File: config.mk
export PLATFORM = sky130hd
export DESIGN_NAME = chroma_key_compositor_flat
export DESIGN_NICKNAME = d
export VERILOG_FILES = /design/src/ckc_pkg.sv /design/src/ckc_in_if.sv /design/src/ckc_out_if.sv /design/src/ckc_datapath.sv /design/src/ckc_ctrl.sv /design/src/chroma_key_compositor.sv /design/src/flat_wrapper.sv
export SDC_FILE = /design/constraint.sdc
export NUM_CORES = 1
export LEC_CHECK = 0
export ABC_AREA = 1
export ABC_CLOCK_PERIOD_IN_PS = 8000
export BUFFER_PORTS_ARGS = -buffer_cell sky130_fd_sc_hd__buf_2
export CAP_MARGIN = 25
export CORE_ASPECT_RATIO = 0.8
export CORE_MARGIN = 5
export CORE_UTILIZATION = 40
export CTS_CLUSTER_SIZE = 10
export DETAILED_ROUTE_END_ITERATION = 10
export HOLD_SLACK_MARGIN = 0.08
export PLACE_DENSITY = 0.66
export REMOVE_ABC_BUFFERS = 1
export SLEW_MARGIN = 30
export SYNTH_ARGS = -nofsm -noshare
export SYNTH_HDL_FRONTEND = slang
export SYNTH_SLANG_ARGS = --single-unit
export TNS_END_PERCENT = 1
File: constraint.sdc
create_clock -name i_clk -period 8 [get_ports i_clk]
set_input_delay 1.6 -clock i_clk [delete_from_list [all_inputs] [get_ports i_clk]]
set_output_delay 1.6 -clock i_clk [all_outputs]
set_load 0.02 [all_outputs]
File: src/ckc_pkg.sv
// Package for the chroma key compositor: field widths, operation codes and
// the command and status records between the controller and the datapath.
// No dependencies.
package ckc_pkg;

    localparam int PIX_W      = 8;
    localparam int OP_W       = 2;
    localparam int SUM_W      = 17;
    localparam int DSQ_W      = 18;
    localparam int SQ_W       = 16;
    localparam int THR_W      = 9;
    localparam int ROOT_W     = 9;
    localparam int ROOT_STEPS = 9;
    localparam int REM_W      = 11;
    localparam int CNT_W      = 4;
    localparam int CFG_IDX_W  = 1;
    localparam int CFG_DATA_W = 9;
    localparam int NUM_CH     = 3;

    localparam logic [SUM_W-1:0] SUM_MAX = {SUM_W{1'b1}};
    localparam logic [PIX_W-1:0] KEY_MAX = {PIX_W{1'b1}};

    localparam logic [OP_W-1:0] OP_CLEAR  = 2'd0;
    localparam logic [OP_W-1:0] OP_BORDER = 2'd1;
    localparam logic [OP_W-1:0] OP_DEV    = 2'd2;
    localparam logic [OP_W-1:0] OP_KEY    = 2'd3;

    localparam logic [CFG_IDX_W-1:0] CFG_MODE   = 1'd0;
    localparam logic [CFG_IDX_W-1:0] CFG_THRESH = 1'd1;

    typedef struct packed {
        logic [OP_W-1:0]  op;
        logic [PIX_W-1:0] fg_red;
        logic [PIX_W-1:0] fg_green;
        logic [PIX_W-1:0] fg_blue;
        logic [PIX_W-1:0] bg_red;
        logic [PIX_W-1:0] bg_green;
        logic [PIX_W-1:0] bg_blue;
    } t_item;

    typedef struct packed {
        logic load;
        logic clear;
        logic acc;
        logic key_upd;
        logic square;
        logic emit;
        logic dev_upd;
        logic root_step;
        logic round;
    } t_cmd;

    typedef struct packed {
        logic [OP_W-1:0] op;
        logic            dev_gt;
        logic            out_busy;
    } t_sts;

endpackage

File: src/ckc_in_if.sv
// Input channel of the chroma key compositor: handshake plus item fields.
// Depends on ckc_pkg.
interface ckc_in_if;
    import ckc_pkg::*;

    logic             valid;
    logic             ready;
    logic [OP_W-1:0]  op;
    logic [PIX_W-1:0] fg_red;
    logic [PIX_W-1:0] fg_green;
    logic [PIX_W-1:0] fg_blue;
    logic [PIX_W-1:0] bg_red;
    logic [PIX_W-1:0] bg_green;
    logic [PIX_W-1:0] bg_blue;

    modport source (
        output valid, op, fg_red, fg_green, fg_blue, bg_red, bg_green, bg_blue,
        input  ready
    );
    modport sink (
        input  valid, op, fg_red, fg_green, fg_blue, bg_red, bg_green, bg_blue,
        output ready
    );
endinterface

File: src/ckc_out_if.sv
// Output channel of the chroma key compositor: handshake plus result fields.
// Depends on ckc_pkg.
interface ckc_out_if;
    import ckc_pkg::*;

    logic             valid;
    logic             ready;
    logic [PIX_W-1:0] out_red;
    logic [PIX_W-1:0] out_green;
    logic [PIX_W-1:0] out_blue;
    logic             keep_foreground;

    modport source (
        output valid, out_red, out_green, out_blue, keep_foreground,
        input  ready
    );
    modport sink (
        input  valid, out_red, out_green, out_blue, keep_foreground,
        output ready
    );
endinterface

File: src/ckc_datapath.sv
// Datapath of the chroma key compositor: calibration sums, key division by a
// constant reciprocal, distance squares, threshold compare, serial square root.
// Depends on ckc_pkg.
module ckc_datapath #(
    parameter int SIDE = 256
) (
    input  logic                            i_clk,
    input  logic                            i_rst_n,
    input  logic                            i_cfg_we,
    input  logic [ckc_pkg::CFG_IDX_W-1:0]   i_cfg_index,
    input  logic [ckc_pkg::CFG_DATA_W-1:0]  i_cfg_data,
    input  ckc_pkg::t_item                  i_item,
    input  ckc_pkg::t_cmd                   i_cmd,
    output ckc_pkg::t_sts                   o_sts,
    input  logic                            i_out_ready,
    output logic                            o_out_valid,
    output logic [ckc_pkg::PIX_W-1:0]       o_out_red,
    output logic [ckc_pkg::PIX_W-1:0]       o_out_green,
    output logic [ckc_pkg::PIX_W-1:0]       o_out_blue,
    output logic                            o_keep_foreground
);
    import ckc_pkg::*;

    // The key divides each sum by 2*SIDE. The reciprocal ceil(2^S / D) with
    // S = SUM_W + clog2(D) gives the exact truncated quotient for every sum.
    localparam int     DIVISOR   = 2 * SIDE;
    localparam int     DIV_SHIFT = SUM_W + $clog2(DIVISOR);
    localparam int     RCP_W     = SUM_W + 1;
    localparam int     PROD_W    = SUM_W + RCP_W;
    localparam longint RCP       = ((longint'(1) << DIV_SHIFT) + longint'(DIVISOR) - 1)
                                   / longint'(DIVISOR);
    localparam logic [RCP_W-1:0] RCP_K = RCP_W'(RCP);

    // Configuration.
    logic              r_mode;
    logic [THR_W-1:0]  r_thresh;

    // Calibration state.
    logic [SUM_W-1:0]  r_sum [NUM_CH];
    logic [PIX_W-1:0]  r_key [NUM_CH];
    logic [DSQ_W-1:0]  r_max;
    logic [DSQ_W-1:0]  r_thr1;

    // Latched item.
    t_item             r_item;

    // Next sums and next key colors, one lane per channel.
    logic [SUM_W-1:0]  n_sum [NUM_CH];
    logic [PIX_W-1:0]  n_key [NUM_CH];

    // Distance stage.
    logic [SQ_W-1:0]   r_sq [NUM_CH];
    logic [DSQ_W-1:0]  r_thr0;
    logic [PIX_W-1:0]  fg [NUM_CH];
    logic [PIX_W-1:0]  diff [NUM_CH];
    logic [DSQ_W-1:0]  d_sq;
    logic [DSQ_W-1:0]  thr;
    logic              keep;

    // Serial square root.
    logic [DSQ_W-1:0]  r_rad;
    logic [ROOT_W-1:0] r_root;
    logic [REM_W-1:0]  r_rrem;
    logic [REM_W+1:0]  root_t;
    logic [REM_W+1:0]  root_trial;
    logic [ROOT_W:0]   root_up;

    // Result register.
    logic              r_out_valid;
    logic [PIX_W-1:0]  r_out_red;
    logic [PIX_W-1:0]  r_out_green;
    logic [PIX_W-1:0]  r_out_blue;
    logic              r_out_keep;

    assign fg[0] = r_item.fg_red;
    assign fg[1] = r_item.fg_green;
    assign fg[2] = r_item.fg_blue;

    always_comb begin
        logic [SUM_W:0]    s;
        logic [PROD_W-1:0] prod;
        logic [SUM_W-1:0]  quo;
        for (int c = 0; c < NUM_CH; c++) begin
            s = {1'b0, r_sum[c]} + (SUM_W + 1)'(fg[c]);
            n_sum[c] = (s > (SUM_W + 1)'(SUM_MAX)) ? SUM_MAX : s[SUM_W-1:0];
            prod = PROD_W'(r_sum[c]) * PROD_W'(RCP_K);
            quo  = SUM_W'(prod >> DIV_SHIFT);
            n_key[c] = (quo > SUM_W'(KEY_MAX)) ? KEY_MAX : quo[PIX_W-1:0];
            diff[c] = (fg[c] > r_key[c]) ? fg[c] - r_key[c] : r_key[c] - fg[c];
        end
    end

    assign d_sq = DSQ_W'(r_sq[0]) + DSQ_W'(r_sq[1]) + DSQ_W'(r_sq[2]);
    assign thr  = r_mode ? r_thr1 : r_thr0;
    assign keep = (d_sq >= thr);

    assign root_t     = {r_rrem, r_rad[DSQ_W-1 -: 2]};
    assign root_trial = (REM_W + 2)'({r_root, 2'b01});
    assign root_up    = {1'b0, r_root} + (ROOT_W + 1)'(r_rrem != '0);

    assign o_sts.op       = r_item.op;
    assign o_sts.dev_gt   = (d_sq > r_max);
    assign o_sts.out_busy = r_out_valid && !i_out_ready;

    always_ff @(posedge i_clk) begin
        if (!i_rst_n) begin
            r_mode      <= 1'b0;
            r_thresh    <= '0;
            r_max       <= '0;
            r_thr1      <= '0;
            r_out_valid <= 1'b0;
            for (int c = 0; c < NUM_CH; c++) begin
                r_sum[c] <= '0;
                r_key[c] <= '0;
            end
        end else begin
            if (i_cfg_we) begin
                case (i_cfg_index)
                    CFG_MODE:   r_mode   <= i_cfg_data[0];
                    CFG_THRESH: r_thresh <= i_cfg_data[THR_W-1:0];
                    default: ;
                endcase
            end
            if (i_cmd.clear) begin
                r_max  <= '0;
                r_thr1 <= '0;
                for (int c = 0; c < NUM_CH; c++) begin
                    r_sum[c] <= '0;
                    r_key[c] <= '0;
                end
            end
            if (i_cmd.acc) begin
                for (int c = 0; c < NUM_CH; c++) begin
                    r_sum[c] <= n_sum[c];
                end
            end
            if (i_cmd.key_upd) begin
                for (int c = 0; c < NUM_CH; c++) begin
                    r_key[c] <= n_key[c];
                end
            end
            if (i_cmd.dev_upd) begin
                r_max <= d_sq;
            end
            if (i_cmd.round) begin
                r_thr1 <= DSQ_W'(root_up) * DSQ_W'(root_up);
            end
            if (i_cmd.emit) begin
                r_out_valid <= 1'b1;
            end else if (i_out_ready) begin
                r_out_valid <= 1'b0;
            end
        end
    end

    // Payload registers, no reset needed.
    always_ff @(posedge i_clk) begin
        if (i_cmd.load) begin
            r_item <= i_item;
        end
        if (i_cmd.square) begin
            for (int c = 0; c < NUM_CH; c++) begin
                r_sq[c] <= SQ_W'(diff[c]) * SQ_W'(diff[c]);
            end
            r_thr0 <= DSQ_W'(r_thresh) * DSQ_W'(r_thresh);
        end
        if (i_cmd.dev_upd) begin
            r_rad  <= d_sq;
            r_root <= '0;
            r_rrem <= '0;
        end else if (i_cmd.root_step) begin
            r_rad <= {r_rad[DSQ_W-3:0], 2'b00};
            if (root_t >= root_trial) begin
                r_rrem <= REM_W'(root_t - root_trial);
                r_root <= {r_root[ROOT_W-2:0], 1'b1};
            end else begin
                r_rrem <= REM_W'(root_t);
                r_root <= {r_root[ROOT_W-2:0], 1'b0};
            end
        end
        if (i_cmd.emit) begin
            r_out_keep  <= keep;
            r_out_red   <= keep ? r_item.fg_red   : r_item.bg_red;
            r_out_green <= keep ? r_item.fg_green : r_item.bg_green;
            r_out_blue  <= keep ? r_item.fg_blue  : r_item.bg_blue;
        end
    end

    assign o_out_valid       = r_out_valid;
    assign o_out_red         = r_out_red;
    assign o_out_green       = r_out_green;
    assign o_out_blue        = r_out_blue;
    assign o_keep_foreground = r_out_keep;

endmodule

File: src/ckc_ctrl.sv
// Controller of the chroma key compositor: sequences each item through the
// datapath by command signals. Depends on ckc_pkg.
module ckc_ctrl (
    input  logic          i_clk,
    input  logic          i_rst_n,
    input  logic          i_in_valid,
    output logic          o_in_ready,
    input  ckc_pkg::t_sts i_sts,
    output ckc_pkg::t_cmd o_cmd
);
    import ckc_pkg::*;

    localparam logic [2:0] ST_IDLE  = 3'd0;
    localparam logic [2:0] ST_EXEC  = 3'd1;
    localparam logic [2:0] ST_DIV   = 3'd2;
    localparam logic [2:0] ST_EVAL  = 3'd3;
    localparam logic [2:0] ST_ROOT  = 3'd4;
    localparam logic [2:0] ST_ROUND = 3'd5;

    localparam logic [CNT_W-1:0] ROOT_LAST = CNT_W'(ROOT_STEPS - 1);

    logic [2:0]       r_state;
    logic [2:0]       n_state;
    logic [CNT_W-1:0] r_cnt;
    logic [CNT_W-1:0] n_cnt;

    assign o_in_ready = (r_state == ST_IDLE);

    always_comb begin
        n_state = r_state;
        n_cnt   = r_cnt;
        o_cmd   = '0;
        case (r_state)
            ST_IDLE: begin
                if (i_in_valid) begin
                    o_cmd.load = 1'b1;
                    n_state    = ST_EXEC;
                end
            end
            ST_EXEC: begin
                case (i_sts.op)
                    OP_CLEAR: begin
                        o_cmd.clear = 1'b1;
                        n_state     = ST_IDLE;
                    end
                    OP_BORDER: begin
                        o_cmd.acc = 1'b1;
                        n_state   = ST_DIV;
                    end
                    default: begin
                        o_cmd.square = 1'b1;
                        n_state      = ST_EVAL;
                    end
                endcase
            end
            ST_DIV: begin
                o_cmd.key_upd = 1'b1;
                n_state       = ST_IDLE;
            end
            ST_EVAL: begin
                if (i_sts.op == OP_KEY) begin
                    if (!i_sts.out_busy) begin
                        o_cmd.emit = 1'b1;
                        n_state    = ST_IDLE;
                    end
                end else if (i_sts.dev_gt) begin
                    o_cmd.dev_upd = 1'b1;
                    n_cnt         = '0;
                    n_state       = ST_ROOT;
                end else begin
                    n_state = ST_IDLE;
                end
            end
            ST_ROOT: begin
                o_cmd.root_step = 1'b1;
                n_cnt           = r_cnt + 1'b1;
                if (r_cnt == ROOT_LAST) begin
                    n_state = ST_ROUND;
                end
            end
            ST_ROUND: begin
                o_cmd.round = 1'b1;
                n_state     = ST_IDLE;
            end
            default: begin
                n_state = ST_IDLE;
            end
        endcase
    end

    always_ff @(posedge i_clk) begin
        if (!i_rst_n) begin
            r_state <= ST_IDLE;
            r_cnt   <= '0;
        end else begin
            r_state <= n_state;
            r_cnt   <= n_cnt;
        end
    end

endmodule

File: src/chroma_key_compositor.sv
// Chroma key compositor top level: joins the controller and the datapath to
// the input and output channels. Depends on ckc_pkg, ckc_in_if, ckc_out_if.
//
// The block learns a key color from border pixels and then keys foreground
// pixels against it. A clear item resets the calibration. A border sum item
// adds its foreground pixel to three saturating channel sums; the key color is
// each sum divided by 2*SIDE, truncated and clamped to 255. A deviation item
// keeps the largest squared distance of a border pixel from the key color and,
// when it grows, derives the smallest perfect square at or above it as the
// squared threshold for mode 1. A key pixel item produces one result: the
// foreground pixel when its squared distance from the key color reaches the
// squared threshold (distance_threshold squared in mode 0), otherwise the
// background pixel. Only key pixel items produce results. One item is worked
// on at a time: a clear is accepted and then executed, a key pixel or a
// deviation sample is accepted, squared and compared, a deviation sample
// that raises the maximum then runs the bit-serial square root and its
// rounding, and a border sum sample is accepted, accumulated and turned into
// a key update, where the key color comes from multiplying each sum by a
// constant reciprocal of 2*SIDE. A key pixel also waits while the previous
// result is still held in the output register. Configuration must be written
// only while no item is in flight.
module chroma_key_compositor #(
    parameter int SIDE = 256
) (
    input  logic                            i_clk,
    input  logic                            i_rst_n,
    input  logic                            i_cfg_we,
    input  logic [ckc_pkg::CFG_IDX_W-1:0]   i_cfg_index,
    input  logic [ckc_pkg::CFG_DATA_W-1:0]  i_cfg_data,
    ckc_in_if.sink                          i_pix,
    ckc_out_if.source                       o_pix
);
    import ckc_pkg::*;

    t_item item;
    t_cmd  cmd;
    t_sts  sts;

    assign item.op       = i_pix.op;
    assign item.fg_red   = i_pix.fg_red;
    assign item.fg_green = i_pix.fg_green;
    assign item.fg_blue  = i_pix.fg_blue;
    assign item.bg_red   = i_pix.bg_red;
    assign item.bg_green = i_pix.bg_green;
    assign item.bg_blue  = i_pix.bg_blue;

    // The controller sequences every item; it is ready only between items.
    ckc_ctrl u_ctrl (
        .i_clk      (i_clk),
        .i_rst_n    (i_rst_n),
        .i_in_valid (i_pix.valid),
        .o_in_ready (i_pix.ready),
        .i_sts      (sts),
        .o_cmd      (cmd)
    );

    // The datapath holds the configuration, the calibration and the result
    // register that drives the output channel.
    ckc_datapath #(
        .SIDE (SIDE)
    ) u_datapath (
        .i_clk             (i_clk),
        .i_rst_n           (i_rst_n),
        .i_cfg_we          (i_cfg_we),
        .i_cfg_index       (i_cfg_index),
        .i_cfg_data        (i_cfg_data),
        .i_item            (item),
        .i_cmd             (cmd),
        .o_sts             (sts),
        .i_out_ready       (o_pix.ready),
        .o_out_valid       (o_pix.valid),
        .o_out_red         (o_pix.out_red),
        .o_out_green       (o_pix.out_green),
        .o_out_blue        (o_pix.out_blue),
        .o_keep_foreground (o_pix.keep_foreground)
    );

endmodule

File: src/flat_wrapper.sv
// flat-port wrapper written by rule: the top's interface ports become plain ports
module chroma_key_compositor_flat import ckc_pkg::*;
#(
    parameter int SIDE = 256
)
  (i_clk, i_rst_n, i_cfg_we, i_cfg_index, i_cfg_data, i_pix_valid, i_pix_op, i_pix_fg_red, i_pix_fg_green, i_pix_fg_blue, i_pix_bg_red, i_pix_bg_green, i_pix_bg_blue, i_pix_ready, o_pix_valid, o_pix_out_red, o_pix_out_green, o_pix_out_blue, o_pix_keep_foreground, o_pix_ready);
  ckc_in_if i_pix_i ();
  ckc_out_if o_pix_i ();
  input  logic i_clk;
  input  logic i_rst_n;
  input  logic i_cfg_we;
  input  logic [ckc_pkg::CFG_IDX_W-1:0] i_cfg_index;
  input  logic [ckc_pkg::CFG_DATA_W-1:0] i_cfg_data;
  input wire logic [$bits(i_pix_i.valid)-1:0] i_pix_valid;
  input wire logic [$bits(i_pix_i.op)-1:0] i_pix_op;
  input wire logic [$bits(i_pix_i.fg_red)-1:0] i_pix_fg_red;
  input wire logic [$bits(i_pix_i.fg_green)-1:0] i_pix_fg_green;
  input wire logic [$bits(i_pix_i.fg_blue)-1:0] i_pix_fg_blue;
  input wire logic [$bits(i_pix_i.bg_red)-1:0] i_pix_bg_red;
  input wire logic [$bits(i_pix_i.bg_green)-1:0] i_pix_bg_green;
  input wire logic [$bits(i_pix_i.bg_blue)-1:0] i_pix_bg_blue;
  output wire logic [$bits(i_pix_i.ready)-1:0] i_pix_ready;
  output wire logic [$bits(o_pix_i.valid)-1:0] o_pix_valid;
  output wire logic [$bits(o_pix_i.out_red)-1:0] o_pix_out_red;
  output wire logic [$bits(o_pix_i.out_green)-1:0] o_pix_out_green;
  output wire logic [$bits(o_pix_i.out_blue)-1:0] o_pix_out_blue;
  output wire logic [$bits(o_pix_i.keep_foreground)-1:0] o_pix_keep_foreground;
  input wire logic [$bits(o_pix_i.ready)-1:0] o_pix_ready;
  assign i_pix_i.valid = i_pix_valid;
  assign i_pix_i.op = i_pix_op;
  assign i_pix_i.fg_red = i_pix_fg_red;
  assign i_pix_i.fg_green = i_pix_fg_green;
  assign i_pix_i.fg_blue = i_pix_fg_blue;
  assign i_pix_i.bg_red = i_pix_bg_red;
  assign i_pix_i.bg_green = i_pix_bg_green;
  assign i_pix_i.bg_blue = i_pix_bg_blue;
  assign i_pix_ready = i_pix_i.ready;
  assign o_pix_valid = o_pix_i.valid;
  assign o_pix_out_red = o_pix_i.out_red;
  assign o_pix_out_green = o_pix_i.out_green;
  assign o_pix_out_blue = o_pix_i.out_blue;
  assign o_pix_keep_foreground = o_pix_i.keep_foreground;
  assign o_pix_i.ready = o_pix_ready;
  chroma_key_compositor #(.SIDE(SIDE)) u_core (.i_clk(i_clk), .i_rst_n(i_rst_n), .i_cfg_we(i_cfg_we), .i_cfg_index(i_cfg_index), .i_cfg_data(i_cfg_data), .i_pix(i_pix_i), .o_pix(o_pix_i));
endmodule
# Word level (Yosys, flattened, before mapping)
# Memory sizes are Yosys's and may differ from the RTL's.
# Cells that the tools add are included.
# classes
eq_ne,13
shift,0
magnitude_cmp,12
muxes,71
multipliers,5
div,0
reduce_logical,15
n_addsub,14
n_bitwise,13
# ops
operator,count
17-bit 2-to-1 mux,9
8-bit 2-to-1 mux,15
18-bit 2-to-1 mux,6
17-bit by 8-bit adder with 18-bit output,3
"18-bit by 17-bit greater-than comparator with 1-bit output, second input constant",3
8-bit by 8-bit multiplier with 16-bit output,3
8-bit subtractor,6
1-bit 2-to-1 mux,28
8-bit greater-than comparator,3
"8-bit greater-than comparator, second input constant",3
17-bit by 16-bit adder with 18-bit output,1
18-bit >= comparator,1
18-bit greater-than comparator,1
10-bit by 10-bit multiplier with 18-bit output,1
9-bit by 9-bit multiplier with 18-bit output,1
16-bit by 16-bit adder with 17-bit output,1
3-bit 2-to-1 mux,5
13-bit by 11-bit >= comparator with 1-bit output,1
1-bit bitwise OR,12
3-bit one-hot mux with 4 select lines,1
11-bit 2-to-1 mux,1
11-bit nonzero test,1
11-bit subtractor,1
9-bit by 1-bit adder with 10-bit output,1
other kinds (23),35
# totals
latchBits,0
ramBits,123
wordCells,168
n_memories,3
romBits,0
register_bits,185
# memory_table
memory,words,word_bits,read_ports,rd_ports_with_merged_regs,write_ports,line,source
u_core.u_datapath.r_sum,3,17,3,0,3,ckc_datapath.sv:39,logic [SUM_W-1:0] r_sum [NUM_CH];
u_core.u_datapath.r_sq,3,16,3,0,3,ckc_datapath.sv:52,logic [SQ_W-1:0] r_sq [NUM_CH];
u_core.u_datapath.r_key,3,8,3,0,3,ckc_datapath.sv:40,logic [PIX_W-1:0] r_key [NUM_CH];

# Logic depth before layout (Yosys ltp)
# logic_depth
ltp_word,8
ltp_mapped,37
ltp_nobuf,37

# Hierarchy
# Synthesis repeated with hierarchy kept, for this count alone.
# hier_totals
cells_unflattened,3300
area_unflattened_um2,27381.3
# by_module_without_submodules
module,cells_per_inst,seq_area_each_um2,n_inst,area_per_inst_um2
ckc_datapath,3229,8227.9,1,26912.1
ckc_ctrl,71,140.1,1,469.2

# Least setup slack after synthesis
# Ideal clock, no wire load.
# synth_path
kind,register -> register
from,register u_core.u_datapath.r_rrem[9]
to,register u_core.u_datapath.r_thr1[16]
path_stages_with_launch,34
n_path_buf,0
t_required_ps,7868
slack_ps,2261
t_arrival_ps,5607
path_cell_list,dfxtp_1 > nor2_1 > inv_1 > nor3_1 > nand3_1 > ha_1 > ha_1 > nand2_1 > nor2_1 > inv_1 > nor2_1 > nand3_1 > nor2_1 > nand2_1 > nand2_1 > nor2_1 > inv_1 > fa_1 > fa_1 > inv_1 > fa_1 > fa_1 > inv_1 > fa_1 > inv_1 > ha_1 > a21oi_1 > nor2_1 > nor2_1 > nor2_1 > nor2_1 > nand3b_1 > nand3_1 > a21oi_1
# synth_between
elab_chain_cells,4
# synth_lines
element,line,source
start: declaration,ckc_datapath.sv:63,logic [REM_W-1:0] r_rrem;
start signal: assignment,ckc_datapath.sv:174,r_rrem <= REM_W'(root_t - root_trial);
start signal: assignment,ckc_datapath.sv:177,r_rrem <= REM_W'(root_t);
11-bit nonzero test,ckc_datapath.sv:99,"assign root_up = {1'b0, r_root} + (ROOT_W + 1)'(r_rrem != '0);"
9-bit by 1-bit adder with 10-bit output,ckc_datapath.sv:99,
10-bit by 10-bit multiplier with 18-bit output,ckc_datapath.sv:146,r_thr1 <= DSQ_W'(root_up) * DSQ_W'(root_up);
18-bit 2-to-1 mux,ckc_datapath.sv:145,if (i_cmd.round) begin
end signal: assignment,ckc_datapath.sv:146,
end: declaration,ckc_datapath.sv:42,logic [DSQ_W-1:0] r_thr1;
# No other way between the ends.
# A chain may end at the register's enable or synchronous reset.

# Worst setup path in the final report
# Ends and elaborated chain as after synthesis.

==> results.toml <==
[run_status]
outcome = "finished, final reports clean"

[yosys]
ys_ff_latch = 303
syn-cell-area_sq_um = 27620
synth_cells = 3326
synth_ff_type = "edfxtp_1"
synth.yosys.warnings = 0
synth-async-reset-ratio_pct = 0
synth_area_leaders = "edfxtp_1 25%, ha_1 13%, fa_1 13%"
ys_types = 52
synth.top_cell.area_share_pct = 25.01
ys_seq_area_share_pct = 30.30
synth_edf_count = 230
synth.avg_cell_area_sq_um = 8.304
yosysTopAreaCell = "edfxtp_1"

[timing]
fin_skew_ns = 0.02862
tns_ns = 0
fin_crit_sh_pct = 79.09
setup_violations = 0
worst_pin_slew_ns = 0.9311
max_slew_margin_pct = 37.77
hold_viol_final = 0
layout_min_cycle_time_ns = 6.327
final_max_slew_viol_count = 0
rsz0062_at_grt = "false"
setup_ws_ns = 1.673
fmax_ghz = 0.1581

[cells_and_area]
nNetsFinal = 3954
fin_cells = 4354
n_antenna_cell = 0
area_delta_synth_final_pct = 9.110
nFillCells = 6902
drive_gt1_share_pct = 7.230

[detailed_routing]
avgRoutedWirePerCell_microns = 14.03
dr.pass1.iters = 5
ant_nets = 0
drc = 0
drtIter0Drc = 1481
totalWireLength_mm = 61.08
vias_per_cell = 4.911
num_vias = 21380

[place]
place.gp.congestion = 0.8607
hpwl_mm = 47.63
post-place-ws_ns = 1.743
port_buffers = 91
dp.cells = 4294

[die]
io-pin-count = 92
dieArea_sq_um = 74440
initial_core_util_pct = 40.23
rows = 86
die_w_microns = 303.8
die_h_microns = 245.0
core-area_sq_um = 68650

[global_routing]
antenna_found_initial = 0
grt_max_degree = 57
grt-ovfl-total = 0
grt_pass1_wl_mm = 102.7
grt_pass1_vias = 20710
track_usage_pct = 16.32

[clock_network]
cts_buffer_depth = 3
numCtsBuffers = 38
clk_latency_ns = 0.56
clkSinkCount = 303
htree_levels = 2
postCtsResizedCells = 0
cts_hold_buffers = 0
cts_tree = "built"
clkTransAtPathRegs_ns = 0.06
root_buffer = "clkbuf_16"
post_cts_buffers = 0

[setup_path]
cpMaxStageDelayCell = "fa_1"
crit_required_ns = 8.48
crit_path_max_fanout = 7
cpPeakStageDelay_ns = 0.55
cp-end-kind = "register"
critPathLaunchType = "register"
path_class = "reg2reg"
arrival_ns = 6.81

[min_path]
hp-class = "reg2reg"

[run]
max_cap_violations = 0
==> routing by layer <==
metal  vias up  track usage, %  wire length, microns
li1      10870               -                     -
met1     10060           24.72                 31260
met2       411           25.47                 26120
met3        47           1.837                  2800
met4         0           3.166                   896
met5         -               0                     0
==> cell families (layout without fill, tap and decap cells) <==
group	count (synthesis)	count (layout)	synth area share, %
AND/OR/NAND/NOR	1306	1306	20.17
buffers and inverters	685	784	9.622
AO/OA/AOI/OAI	410	410	8.648
XOR/XNOR	122	122	3.869
other	2	7	0.02719
adder cells (fa/ha/maj)	479	479	26.67
flip-flops	303	303	30.30
multiplexers	19	19	0.6976
==> worst max-delay path, delay by kind of cell (launching register included) <==
| family | cells | cell delay, ns |
|---|---|---|
| DFF | 1 | 0.32 |
| adders and majority gates | 8 | 3.34 |
| and+or+nand+nor | 13 | 1.72 |
| AOI/OAI and AO/OA | 2 | 0.35 |
| buffers and inverters | 7 | 0.54 |
==> cells in the mapped netlist, types with 5 or more instances <==
library cell  number
mux2i_1           17
ha_1             296
dfxtp_1           73
nand2_1          688
nor2_2             7
nor4_1             8
inv_2             14
buf_6              6
buf_4              5
nor3_1            40
xnor2_1           36
or2_2              7
a21oi_1          209
o21ai_0           77
o21a_1             9
nand3_1          155
clkbuf_1          34
xor2_1            86
a21o_1            21
a31oi_1           17
buf_2             18
o21bai_1          24
edfxtp_1         230
nand2_2           20
inv_1            605
o21ai_2           14
nand4_1           58
nand2_4            9
nor2_1           295
o21ai_1            8
a21boi_0          14
fa_1             183
==> sequential cells by signal, indices dropped and copies added, names as in the netlist, 8 cells and up <==
register,cells
u_core.u_datapath.r_max,18
u_core.u_datapath.r_thr0,17
u_core.u_datapath.r_sum,51
u_core.u_datapath.fg,24
u_core.u_datapath.r_rrem,11
u_core.u_datapath.r_key,24
u_core.u_datapath.o_out_blue,8
u_core.u_datapath.r_item,24
u_core.u_datapath.r_thresh,9
u_core.u_datapath.r_sq,45
u_core.u_datapath.r_rad,18
u_core.u_datapath.o_out_green,8
u_core.u_datapath.r_root,9
u_core.u_datapath.r_thr1,17
u_core.u_datapath.o_out_red,8
==> area by class of cell <==
class | instances | area [sq um] | share of cell area [%]
clock buffer | 51 | 1031 | 3.421
inverter | 620 | 2327 | 7.722
clock inverter | 9 | 63.81 | 0.2117
multi-input combinational | 2343 | 16640 | 55.20
timing repair buffer | 104 | 553.0 | 1.835
tap | 924 | 1156 | 3.836
sequential | 303 | 8369 | 27.77
==> placed cells by master, fill, tap and decap left out, types with 86 or more instances in the layout <==
cell type and count:
inv_1 605, fa_1 183, edfxtp_1 230, nand3_1 154, nand2_1 688, buf_2 91, ha_1 296, nor2_1 294
a21oi_1 209, xor2_1 86
==> final timing paths <==
path,startpoint,endpoint,slack (ns),cells after the start
max,u_core.u_datapath.r_rrem[9],u_core.u_datapath.r_thr1[16],1.67,30
min,u_core.u_datapath.r_thr1[9],u_core.u_datapath.r_thr1[9],0.47,2
max reg2reg,u_core.u_datapath.r_rrem[9],u_core.u_datapath.r_thr1[16],1.67,30
min reg2reg,u_core.u_datapath.r_thr1[9],u_core.u_datapath.r_thr1[9],0.47,2
==> per-stage QoR <==
stage	area, sq um	utilization, %	hold slack (ns)
detailed placement	29040	42.30	0.4579
CTS	30140	43.90	0.4713
floorplan	27310	-	0.4396
global route	30140	43.90	0.4964
finish	30140	43.90	0.4671
global placement	29040	42.30	0.4506
Power is not shown: default switching activity piles up to over one toggle a cycle in this logic, so the estimate is an artifact.
